## config.mk

```make
export PLATFORM = sky130hd
export DESIGN_NAME = sorted_set_table_core
export DESIGN_NICKNAME = d
export VERILOG_FILES = /design/src/hdl/sst_pkg.sv /design/src/hdl/sst_ram.sv /design/src/hdl/sst_ctrl.sv /design/src/hdl/sst_dp.sv /design/src/hdl/sorted_set_table_core.sv
export SDC_FILE = /design/constraint.sdc
export NUM_CORES = 2
export LEC_CHECK = 0
export CAP_MARGIN = 10
export CORE_MARGIN = 3
export CORE_UTILIZATION = 40
export CTS_CLUSTER_DIAMETER = 150
export CTS_CLUSTER_SIZE = 8
export DETAILED_ROUTE_END_ITERATION = 8
export DONT_BUFFER_PORTS = 1
export GPL_ROUTABILITY_DRIVEN = 0
export SLEW_MARGIN = 20
export SYNTH_ARGS = -nofsm -noshare
export SYNTH_HDL_FRONTEND = slang
export SYNTH_SLANG_ARGS = --single-unit
```

## constraint.sdc

```tcl
create_clock -name clock -period 5.8 [get_ports clock]
set_clock_uncertainty 0.05 [all_clocks]
set_input_delay 0.87 -clock clock [delete_from_list [all_inputs] [get_ports clock]]
set_output_delay 0.87 -clock clock [all_outputs]
set_load 0.01 [all_outputs]
```

## src/hdl/sst_pkg.sv

```systemverilog
`timescale 1ns / 1ps

package sst_pkg;

   localparam int DEPTH   = 64;
   localparam int DATA_W  = 32;
   localparam int ADDR_W  = $clog2(DEPTH);
   localparam int CNT_W   = 7;
   localparam int FUNC_W  = 2;
   localparam int STAT_W  = 2;
   localparam logic [CNT_W-1:0] CAP_RESET = CNT_W'(DEPTH);

   typedef enum logic [FUNC_W-1:0] {
      FN_INSERT = 2'd0,
      FN_REMOVE = 2'd1,
      FN_QUERY  = 2'd2,
      FN_NONE   = 2'd3
   } func_type;

   typedef enum logic [STAT_W-1:0] {
      ST_OK   = 2'd0,
      ST_MISS = 2'd1,
      ST_FULL = 2'd2
   } status_type;

   typedef enum logic [1:0] {
      A_IDX  = 2'd0,
      A_PREV = 2'd1,
      A_NEXT = 2'd2
   } addr_sel_type;

   typedef enum logic [3:0] {
      S_IDLE,
      S_CHECK,
      S_SRCH_RD,
      S_SRCH_EV,
      S_DECIDE,
      S_UP_RD,
      S_UP_EV,
      S_DN_RD,
      S_DN_EV,
      S_DONE
   } state_type;

   typedef struct packed {
      logic         load;
      logic         set_status;
      status_type   status;
      logic         save_end;
      logic         save_hit;
      logic         idx_inc;
      logic         idx_dec;
      logic         idx_from_count;
      logic         rd_en;
      addr_sel_type addr_sel;
      logic         wr_en;
      logic         wr_key;
      logic         cnt_inc;
      logic         cnt_dec;
      logic         load_rsp;
   } cmd_type;

   typedef struct packed {
      func_type func;
      logic     full;
      logic     key_ge;
      logic     hit;
      logic     idx_at_count;
      logic     idx_at_pos;
      logic     idx_next_at_count;
      logic     rsp_free;
   } dp_status_type;

endpackage

```

## src/hdl/sst_ram.sv

```systemverilog
`timescale 1ns / 1ps

module sst_ram #(
   parameter int WIDTH = 32,
   parameter int DEPTH = 64
) (
   input  logic                     clock,
   input  logic                     wr_en,
   input  logic [$clog2(DEPTH)-1:0] wr_addr,
   input  logic [WIDTH-1:0]         wr_data,
   input  logic                     rd_en,
   input  logic [$clog2(DEPTH)-1:0] rd_addr,
   output logic [WIDTH-1:0]         rd_data
);

   logic [WIDTH-1:0] mem [DEPTH];

   always_ff @(posedge clock) begin
      if (wr_en) begin
         mem[wr_addr] <= wr_data;
      end
      if (rd_en) begin
         rd_data <= mem[rd_addr];
      end
   end

endmodule

```

## src/hdl/sst_ctrl.sv

```systemverilog
`timescale 1ns / 1ps

module sst_ctrl (
   input  logic                  clock,
   input  logic                  reset,
   input  logic                  req_valid,
   output logic                  req_ready,
   input  sst_pkg::dp_status_type sts,
   output sst_pkg::cmd_type       cmd
);

   import sst_pkg::*;

   state_type state_ff, state_in;

   always_ff @(posedge clock) begin
      if (reset) begin
         state_ff <= S_IDLE;
      end else begin
         state_ff <= state_in;
      end
   end

   // next state
   always_comb begin
      state_in = state_ff;
      unique case (state_ff)
         S_IDLE: begin
            if (req_valid) state_in = S_CHECK;
         end
         S_CHECK: begin
            if (sts.func == FN_NONE || (sts.func == FN_INSERT && sts.full)) begin
               state_in = S_DONE;
            end else begin
               state_in = S_SRCH_RD;
            end
         end
         S_SRCH_RD: begin
            state_in = sts.idx_at_count ? S_DECIDE : S_SRCH_EV;
         end
         S_SRCH_EV: begin
            state_in = sts.key_ge ? S_DECIDE : S_SRCH_RD;
         end
         S_DECIDE: begin
            case (sts.func)
               FN_INSERT: state_in = sts.hit ? S_DONE : S_UP_RD;
               FN_REMOVE: state_in = sts.hit ? S_DN_RD : S_DONE;
               default:   state_in = S_DONE;
            endcase
         end
         S_UP_RD: begin
            state_in = sts.idx_at_pos ? S_DONE : S_UP_EV;
         end
         S_UP_EV: state_in = S_UP_RD;
         S_DN_RD: begin
            state_in = sts.idx_next_at_count ? S_DONE : S_DN_EV;
         end
         S_DN_EV: state_in = S_DN_RD;
         S_DONE: begin
            if (sts.rsp_free) state_in = S_IDLE;
         end
         default: state_in = S_IDLE;
      endcase
   end

   // outputs
   always_comb begin
      cmd       = '0;
      req_ready = 1'b0;
      unique case (state_ff)
         S_IDLE: begin
            req_ready = 1'b1;
            cmd.load  = req_valid;
         end
         S_CHECK: begin
            if (sts.func == FN_NONE) begin
               cmd.set_status = 1'b1;
               cmd.status     = ST_OK;
            end else if (sts.func == FN_INSERT && sts.full) begin
               cmd.set_status = 1'b1;
               cmd.status     = ST_FULL;
            end
         end
         S_SRCH_RD: begin
            if (sts.idx_at_count) begin
               cmd.save_end = 1'b1;
            end else begin
               cmd.rd_en    = 1'b1;
               cmd.addr_sel = A_IDX;
            end
         end
         S_SRCH_EV: begin
            if (sts.key_ge) begin
               cmd.save_hit = 1'b1;
            end else begin
               cmd.idx_inc = 1'b1;
            end
         end
         S_DECIDE: begin
            case (sts.func)
               FN_INSERT: begin
                  if (sts.hit) begin
                     cmd.set_status = 1'b1;
                     cmd.status     = ST_MISS;
                  end else begin
                     cmd.idx_from_count = 1'b1;
                  end
               end
               FN_REMOVE: begin
                  if (!sts.hit) begin
                     cmd.set_status = 1'b1;
                     cmd.status     = ST_MISS;
                  end
               end
               default: begin
                  cmd.set_status = 1'b1;
                  cmd.status     = sts.hit ? ST_OK : ST_MISS;
               end
            endcase
         end
         S_UP_RD: begin
            if (sts.idx_at_pos) begin
               // drop the new key into the opened slot
               cmd.wr_en      = 1'b1;
               cmd.wr_key     = 1'b1;
               cmd.cnt_inc    = 1'b1;
               cmd.set_status = 1'b1;
               cmd.status     = ST_OK;
            end else begin
               cmd.rd_en    = 1'b1;
               cmd.addr_sel = A_PREV;
            end
         end
         S_UP_EV: begin
            cmd.wr_en   = 1'b1;
            cmd.idx_dec = 1'b1;
         end
         S_DN_RD: begin
            if (sts.idx_next_at_count) begin
               cmd.cnt_dec    = 1'b1;
               cmd.set_status = 1'b1;
               cmd.status     = ST_OK;
            end else begin
               cmd.rd_en    = 1'b1;
               cmd.addr_sel = A_NEXT;
            end
         end
         S_DN_EV: begin
            cmd.wr_en   = 1'b1;
            cmd.idx_inc = 1'b1;
         end
         S_DONE: begin
            cmd.load_rsp = sts.rsp_free;
         end
         default: begin
            cmd = '0;
         end
      endcase
   end

endmodule

```

## src/hdl/sst_dp.sv

```systemverilog
`timescale 1ns / 1ps

module sst_dp (
   input  logic                         clock,
   input  logic                         reset,
   input  logic [sst_pkg::FUNC_W-1:0]   req_func,
   input  logic signed [sst_pkg::DATA_W-1:0] req_value,
   input  logic                         csr_wr_en,
   input  logic [sst_pkg::CNT_W-1:0]    csr_wr_data,
   input  logic                         rsp_ready,
   output logic                         rsp_valid,
   output logic [sst_pkg::STAT_W-1:0]   rsp_status,
   output logic [sst_pkg::CNT_W-1:0]    rsp_count,
   output logic                         rsp_empty_res,
   input  sst_pkg::cmd_type             cmd,
   output sst_pkg::dp_status_type       sts
);

   import sst_pkg::*;

   localparam logic [DATA_W-1:0] SIGN_BIT = {1'b1, {(DATA_W-1){1'b0}}};
   localparam logic [CNT_W-1:0]  DEPTH_C  = CNT_W'(DEPTH);

   func_type          func_ff, func_in;
   logic [DATA_W-1:0] key_ff, key_in;
   logic [CNT_W-1:0]  idx_ff, idx_in;
   logic [CNT_W-1:0]  pos_ff, pos_in;
   logic              hit_ff, hit_in;
   logic [CNT_W-1:0]  count_ff, count_in;
   logic [CNT_W-1:0]  capacity_ff, capacity_in;
   status_type        status_ff, status_in;
   logic              rsp_valid_ff, rsp_valid_in;
   status_type        rsp_status_ff, rsp_status_in;
   logic [CNT_W-1:0]  rsp_count_ff, rsp_count_in;
   logic              rsp_empty_ff, rsp_empty_in;

   logic [CNT_W-1:0]  idx_m1, idx_p1, limit;
   logic [ADDR_W-1:0] rd_addr;
   logic [DATA_W-1:0] rd_data, wr_data;

   assign idx_m1 = CNT_W'(idx_ff - CNT_W'(1));
   assign idx_p1 = CNT_W'(idx_ff + CNT_W'(1));
   assign limit  = (capacity_ff > DEPTH_C) ? DEPTH_C : capacity_ff;

   always_comb begin
      unique case (cmd.addr_sel)
         A_IDX:   rd_addr = idx_ff[ADDR_W-1:0];
         A_PREV:  rd_addr = idx_m1[ADDR_W-1:0];
         A_NEXT:  rd_addr = idx_p1[ADDR_W-1:0];
         default: rd_addr = idx_ff[ADDR_W-1:0];
      endcase
   end

   assign wr_data = cmd.wr_key ? key_ff : rd_data;

   sst_ram #(
      .WIDTH (DATA_W),
      .DEPTH (DEPTH)
   ) u_ram (
      .clock   (clock),
      .wr_en   (cmd.wr_en),
      .wr_addr (idx_ff[ADDR_W-1:0]),
      .wr_data (wr_data),
      .rd_en   (cmd.rd_en),
      .rd_addr (rd_addr),
      .rd_data (rd_data)
   );

   always_comb begin
      func_in       = func_ff;
      key_in        = key_ff;
      idx_in        = idx_ff;
      pos_in        = pos_ff;
      hit_in        = hit_ff;
      count_in      = count_ff;
      capacity_in   = capacity_ff;
      status_in     = status_ff;
      rsp_valid_in  = rsp_valid_ff;
      rsp_status_in = rsp_status_ff;
      rsp_count_in  = rsp_count_ff;
      rsp_empty_in  = rsp_empty_ff;

      if (csr_wr_en) capacity_in = csr_wr_data;

      if (cmd.load) begin
         func_in = func_type'(req_func);
         // flip the sign so unsigned compare gives signed order
         key_in  = $unsigned(req_value) ^ SIGN_BIT;
         idx_in  = '0;
      end
      if (cmd.idx_inc)        idx_in = idx_p1;
      if (cmd.idx_dec)        idx_in = idx_m1;
      if (cmd.idx_from_count) idx_in = count_ff;
      if (cmd.save_end) begin
         pos_in = idx_ff;
         hit_in = 1'b0;
      end
      if (cmd.save_hit) begin
         pos_in = idx_ff;
         hit_in = (rd_data == key_ff);
      end
      if (cmd.cnt_inc) count_in = CNT_W'(count_ff + CNT_W'(1));
      if (cmd.cnt_dec) count_in = CNT_W'(count_ff - CNT_W'(1));
      if (cmd.set_status) status_in = cmd.status;

      if (rsp_ready) rsp_valid_in = 1'b0;
      if (cmd.load_rsp) begin
         rsp_valid_in  = 1'b1;
         rsp_status_in = status_ff;
         rsp_count_in  = count_ff;
         rsp_empty_in  = (count_ff == '0);
      end
   end

   always_ff @(posedge clock) begin
      if (reset) begin
         count_ff     <= '0;
         capacity_ff  <= CAP_RESET;
         rsp_valid_ff <= 1'b0;
      end else begin
         count_ff     <= count_in;
         capacity_ff  <= capacity_in;
         rsp_valid_ff <= rsp_valid_in;
      end
   end

   always_ff @(posedge clock) begin
      func_ff       <= func_in;
      key_ff        <= key_in;
      idx_ff        <= idx_in;
      pos_ff        <= pos_in;
      hit_ff        <= hit_in;
      status_ff     <= status_in;
      rsp_status_ff <= rsp_status_in;
      rsp_count_ff  <= rsp_count_in;
      rsp_empty_ff  <= rsp_empty_in;
   end

   assign sts.func              = func_ff;
   assign sts.full              = (count_ff >= limit);
   assign sts.key_ge            = (rd_data >= key_ff);
   assign sts.hit               = hit_ff;
   assign sts.idx_at_count      = (idx_ff == count_ff);
   assign sts.idx_at_pos        = (idx_ff == pos_ff);
   assign sts.idx_next_at_count = (idx_p1 == count_ff);
   assign sts.rsp_free          = !rsp_valid_ff || rsp_ready;

   assign rsp_valid     = rsp_valid_ff;
   assign rsp_status    = rsp_status_ff;
   assign rsp_count     = rsp_count_ff;
   assign rsp_empty_res = rsp_empty_ff;

`ifndef ASSERT_OFF
   a_count_bound: assert property (@(posedge clock) disable iff (reset)
      count_ff <= DEPTH_C)
      else $error("element count above table depth");

   a_wr_range: assert property (@(posedge clock) disable iff (reset)
      cmd.wr_en |-> idx_ff <= count_ff)
      else $error("table write beyond live entries");

   a_rsp_slot: assert property (@(posedge clock) disable iff (reset)
      cmd.load_rsp |-> (!rsp_valid_ff || rsp_ready))
      else $error("response overwritten before taken");

   a_insert_room: assert property (@(posedge clock) disable iff (reset)
      cmd.cnt_inc |-> count_ff < limit)
      else $error("insert committed into a full set");
`endif

endmodule

```

## src/hdl/sorted_set_table_core.sv

```systemverilog
`timescale 1ns / 1ps

// Sorted set table: holds up to min(capacity, 64) distinct signed 32-bit values in
// ascending order in a single-write, single-read RAM. One request (insert, remove or
// query) is worked at a time and gives one response with status, count and empty flag.
// Each request walks the table one entry at a time (RAM read, then compare or
// write-back): an ascending search up to the first entry not below the value, then for
// insert a shift upward from the top, for remove a shift downward from the hit. An
// insert into a full set or an unused function code skips the search and goes straight
// to the response. A new request is taken while the previous response still waits on
// rsp_ready. capacity is to be written through csr_wr_en / csr_wr_data only while the
// block is idle; the block itself does not enforce this.

module sorted_set_table_core (
   input  logic                              clock,
   input  logic                              reset,
   input  logic                              req_valid,
   output logic                              req_ready,
   input  logic [sst_pkg::FUNC_W-1:0]        req_func,
   input  logic signed [sst_pkg::DATA_W-1:0] req_value,
   output logic                              rsp_valid,
   input  logic                              rsp_ready,
   output logic [sst_pkg::STAT_W-1:0]        rsp_status,
   output logic [sst_pkg::CNT_W-1:0]         rsp_count,
   output logic                              rsp_empty_res,
   input  logic                              csr_wr_en,
   input  logic [sst_pkg::CNT_W-1:0]         csr_wr_data
);

   import sst_pkg::*;

   cmd_type       cmd;
   dp_status_type sts;

   sst_ctrl u_ctrl (
      .clock     (clock),
      .reset     (reset),
      .req_valid (req_valid),
      .req_ready (req_ready),
      .sts       (sts),
      .cmd       (cmd)
   );

   sst_dp u_dp (
      .clock         (clock),
      .reset         (reset),
      .req_func      (req_func),
      .req_value     (req_value),
      .csr_wr_en     (csr_wr_en),
      .csr_wr_data   (csr_wr_data),
      .rsp_ready     (rsp_ready),
      .rsp_valid     (rsp_valid),
      .rsp_status    (rsp_status),
      .rsp_count     (rsp_count),
      .rsp_empty_res (rsp_empty_res),
      .cmd           (cmd),
      .sts           (sts)
   );

endmodule
```

==> results.sh <==
export IMPL_grt_overflow=0
export IMPL_cp_arrival_ns=6.44
export IMPL_utilization_pct=47.3
export IMPL_worstMarginPinSlew_ns=1.15
export IMPL_powerDensity_nw_per_um2=519
export IMPL_cts_clk_slew_worst_paths_ns=0.06
export IMPL_fin_crit_ns=5.73
export IMPL_p_switching_mw=17.8
export IMPL_cp_end_kind="register"
export IMPL_critPathLaunchType="register"
export IMPL_syn_to_final_growth_pct=17.2
export IMPL_max_cap_violations=0
export IMPL_path_class="reg -> reg"
export IMPL_drv_slew=0
export IMPL_die_y_um=469
export IMPL_busiest_layer="met2"
export IMPL_yosysSeqAreaShare_pct=75.4
export IMPL_ys_flop_type="edfxtp_1"
export IMPL_p_leak_nw=33.3
export IMPL_dp_cells=7960
export IMPL_drc=0
export IMPL_grt_antenna_before_repair=18
export IMPL_hold_violations=0
export IMPL_r2r_end="u_dp.u_ram.rd_data[13]"
export IMPL_final_cell_mix="edfxtp_1 (2141), nand2_1 (890), clkbuf_16 (324)"
export IMPL_drtIter0Drc=7189
export IMPL_ioPinCount=58
export IMPL_dp_hpwl_um=150000
export IMPL_die_x_um=469
export IMPL_cts_buffer_depth=4
export IMPL_cts_sinks=2160
export IMPL_cts_tree="yes"
export IMPL_ys_warn_count=0
export IMPL_relSlewSlack_pct=22.7
export IMPL_p_seq_share_pct=37.2
export IMPL_use_met3_pct=5.10
export IMPL_grtUsageMet1_pct=32.7
export IMPL_swShare_pct=34.2
export IMPL_holdPathEnd="u_dp.capacity_ff[6]"
export IMPL_clk_insertion_delay_late_ns=0.93
export IMPL_layout_nets=5604
export IMPL_grt_total_usage_pct=23.4
export IMPL_synth_edf_count=2141
export IMPL_synth_top_area_share_pct=74.9
export IMPL_via_count=50800
export IMPL_combPwrFrac_pct=32.3
export IMPL_synthCells=5188
export IMPL_path_max_fanout=73
export IMPL_grt_max_degree=83
export IMPL_syn_num_nets=5283
export IMPL_h_tree_depth=5
export IMPL_numCtsBuffers=319
export IMPL_portBuffers=0
export IMPL_grt_use_met2_pct=35.4
export IMPL_ys_seq_elements=2160
export IMPL_synth_area_leaders="edfxtp_1 (75%), mux4_2 (6.9%), nand2_1 (3.9%)"
export IMPL_p_clk_share_pct=30.5
export IMPL_min_from="csr_wr_data[6]"
export IMPL_grt_pass1_vias=49400
export IMPL_setup_viol=0
export IMPL_grt_pass1_wl_um=368000
export IMPL_start_util_pct=40.3
export IMPL_synth_distinct_cells=70
export IMPL_period_share_pct=98.8
export IMPL_reg2reg_depth=15
export IMPL_core_um2=213000
export IMPL_async_flop_share_pct=0
export IMPL_hold_depth=2
export IMPL_yosys_area_top_type="edfxtp_1"
export IMPL_wl_um=259000
export IMPL_p_int_mw=34.4
export IMPL_regToRegSetupSlack_ns=0.07
export IMPL_drtPass1Iterations=9
export IMPL_dieArea_um2=220000
export IMPL_wire_per_inst_um=31.0
export IMPL_final_common_cell="edfxtp_1"
export IMPL_ir_drop_mv=0.401
export IMPL_syn_area_per_cell_um2=16.5
export IMPL_netlist_area_um2=85800
export IMPL_status="finished, final reports clean"
export IMPL_nFillCells=17800
export IMPL_cts_root_buf="clkbuf_16"
export IMPL_min_path_type="in -> reg"
export IMPL_r2r_start="u_dp.idx_ff[0]"
export IMPL_final_cells=8369
export IMPL_rows=169
export IMPL_fmax_mhz=174
export IMPL_rsz0062_at_grt="no"
export IMPL_ant_nets=0
export IMPL_required_ns=6.51
export IMPL_viasPerCell=6.07
export IMPL_final_layout_size_suffix_gt1_share_pct=18.6
[power groups by stage]
| stage | logic (mW) | clock network, mW | registers, mW |
|---|---|---|---|
| after floorplan | 9.26 | 0 | 19.7 |
| after global placement | 16.2 | 0 | 19.7 |
| after detailed placement | 16.4 | 0 | 19.7 |
| after CTS | 16.5 | 16.1 | 19.4 |
| after global routing | 17.7 | 16.8 | 19.4 |
| final | 16.9 | 15.9 | 19.4 |
[worst max path at each step]
stage / start / end / slack [ns]
6_report: u_dp.idx_ff[0] / u_dp.u_ram.rd_data[13] / 0.07
5_1_grt: u_dp.idx_ff[0] / u_dp.u_ram.rd_data[13] / 0.02
4_1_cts: u_dp.idx_ff[0] / u_dp.u_ram.rd_data[16] / 0.07
3_5_place_dp: u_dp.idx_ff[1] / u_dp.u_ram.rd_data[16] / 0.14
3_3_place_gp: u_dp.idx_ff[1] / u_dp.u_ram.rd_data[11] / -0.62
2_1_floorplan: u_dp.idx_ff[2] / u_dp.u_ram.mem[0][1] / 0.54
[critical path: stages, from the launching register on]
cell and delay (ns):
edfxtp_1 0.51, ha_1 0.42, nand3_1 0.14, xnor2_1 0.32, xnor2_1 0.16, nand4_1 0.15
nand2b_1 0.21, ha_1 0.39, a22oi_1 0.12, or3_4 0.45, nand2_4 0.35, buf_12 0.39
buf_4 0.54, a31oi_1 0.15, nor3_1 0.80, o32a_1 0.29
[synthesized netlist by cell type (all sizes together), types with 3 or more instances]
master and instances:
o311ai 16, nor2b 9, a21oi 43, mux2i 167, a211oi 91, o31ai 3, nor2 110, nor4 8
o221ai 16, a22oi 6, nand3 315, a31oi 124, or3 17, a311oi 84, nand4 21, o21a 5
a21o 18, o22a 3, clkbuf 168, a221oi 3, a41oi 3, nor3 36, buf 169, ha 48
edfxtp 2141, and3 94, dfxtp 19, inv 50, o211ai 5, mux4 261, o21ai 51, nand2b 8
xnor2 21, and2 6, o22ai 88, o32a 29, xor2 12, nand2 894
[flip-flops by register name, indices dropped and copies added (netlist names)]
register,count
u_dp.status_ff,2
u_dp.pos_ff,7
u_dp.func_ff,2
u_ctrl.state_ff,4
u_dp.key_ff,32
u_dp.rsp_count,7
u_dp.u_ram.mem,2048
u_dp.u_ram.rd_data,32
u_dp.rsp_status,2
u_dp.idx_ff,7
u_dp.count_ff,7
u_dp.rsp_valid,1
u_dp.hit_ff,1
u_dp.rsp_empty_res,1
u_dp.capacity_ff,7
[area by class of cell]
cell class | instances | area (um^2) | share of cell area (%)
antenna | 7 | 17.5 | 0.0174
clock buffer | 348 | 8200 | 8.16
clock inverter | 5 | 51.3 | 0.0510
inverter | 50 | 188 | 0.187
multi-input combinational | 2641 | 20500 | 20.4
sequential | 2160 | 64700 | 64.3
tap | 2821 | 3530 | 3.51
timing repair buffer | 337 | 3390 | 3.37
[logic make-up (layout without fill, tap and decap cells)]
kind of cell | after synthesis | after routing | share of synthesized area (%)
flops | 2160 | 2160 | 75.4
simple gates | 1528 | 1528 | 7.76
compound gates | 601 | 601 | 4.99
mux | 430 | 430 | 8.83
buf+inv | 387 | 740 | 1.98
fa+ha+maj | 49 | 49 | 0.723
xor+xnor | 33 | 33 | 0.337
other cells | 0 | 7 | 0
[routing by layer]
metal	routed length, um	vias to the layer above
met5	47	-
met4	11400	6
met3	28100	510
met2	117000	2934
met1	102000	26400
li1	-	21000
[metrics by stage]
stage / area [um^2] / hold slack (ns) / total power, mW / setup WS, ns / setup TNS, ns
4_1_cts: 100000 / 0.00317 / 52.1 / 0.0699 / 0
5_1_grt: 101000 / 0.0297 / 53.9 / 0.0171 / 0
6_report: 101000 / 0.0598 / 52.2 / 0.0680 / 0
3_5_place_dp: 91600 / 0.360 / 36.1 / 0.145 / 0
2_1_floorplan: 85800 / 0.350 / 29.0 / 0.538 / 0
3_3_place_gp: 91400 / 0.356 / 35.9 / -0.616 / -1.09
[what timing repair did]
| item | in CTS | in global routing |
|---|---|---|
| endpoints found under the setup margin | 0 | 14 |
| setup buffers | 0 | 6 |
| hold buffers | 35 | 0 |
| resized for setup | 0 | 10 |
| hold endpoints to repair | 51 | 0 |
No activity file was read; power rests on OpenSTA's default activity.
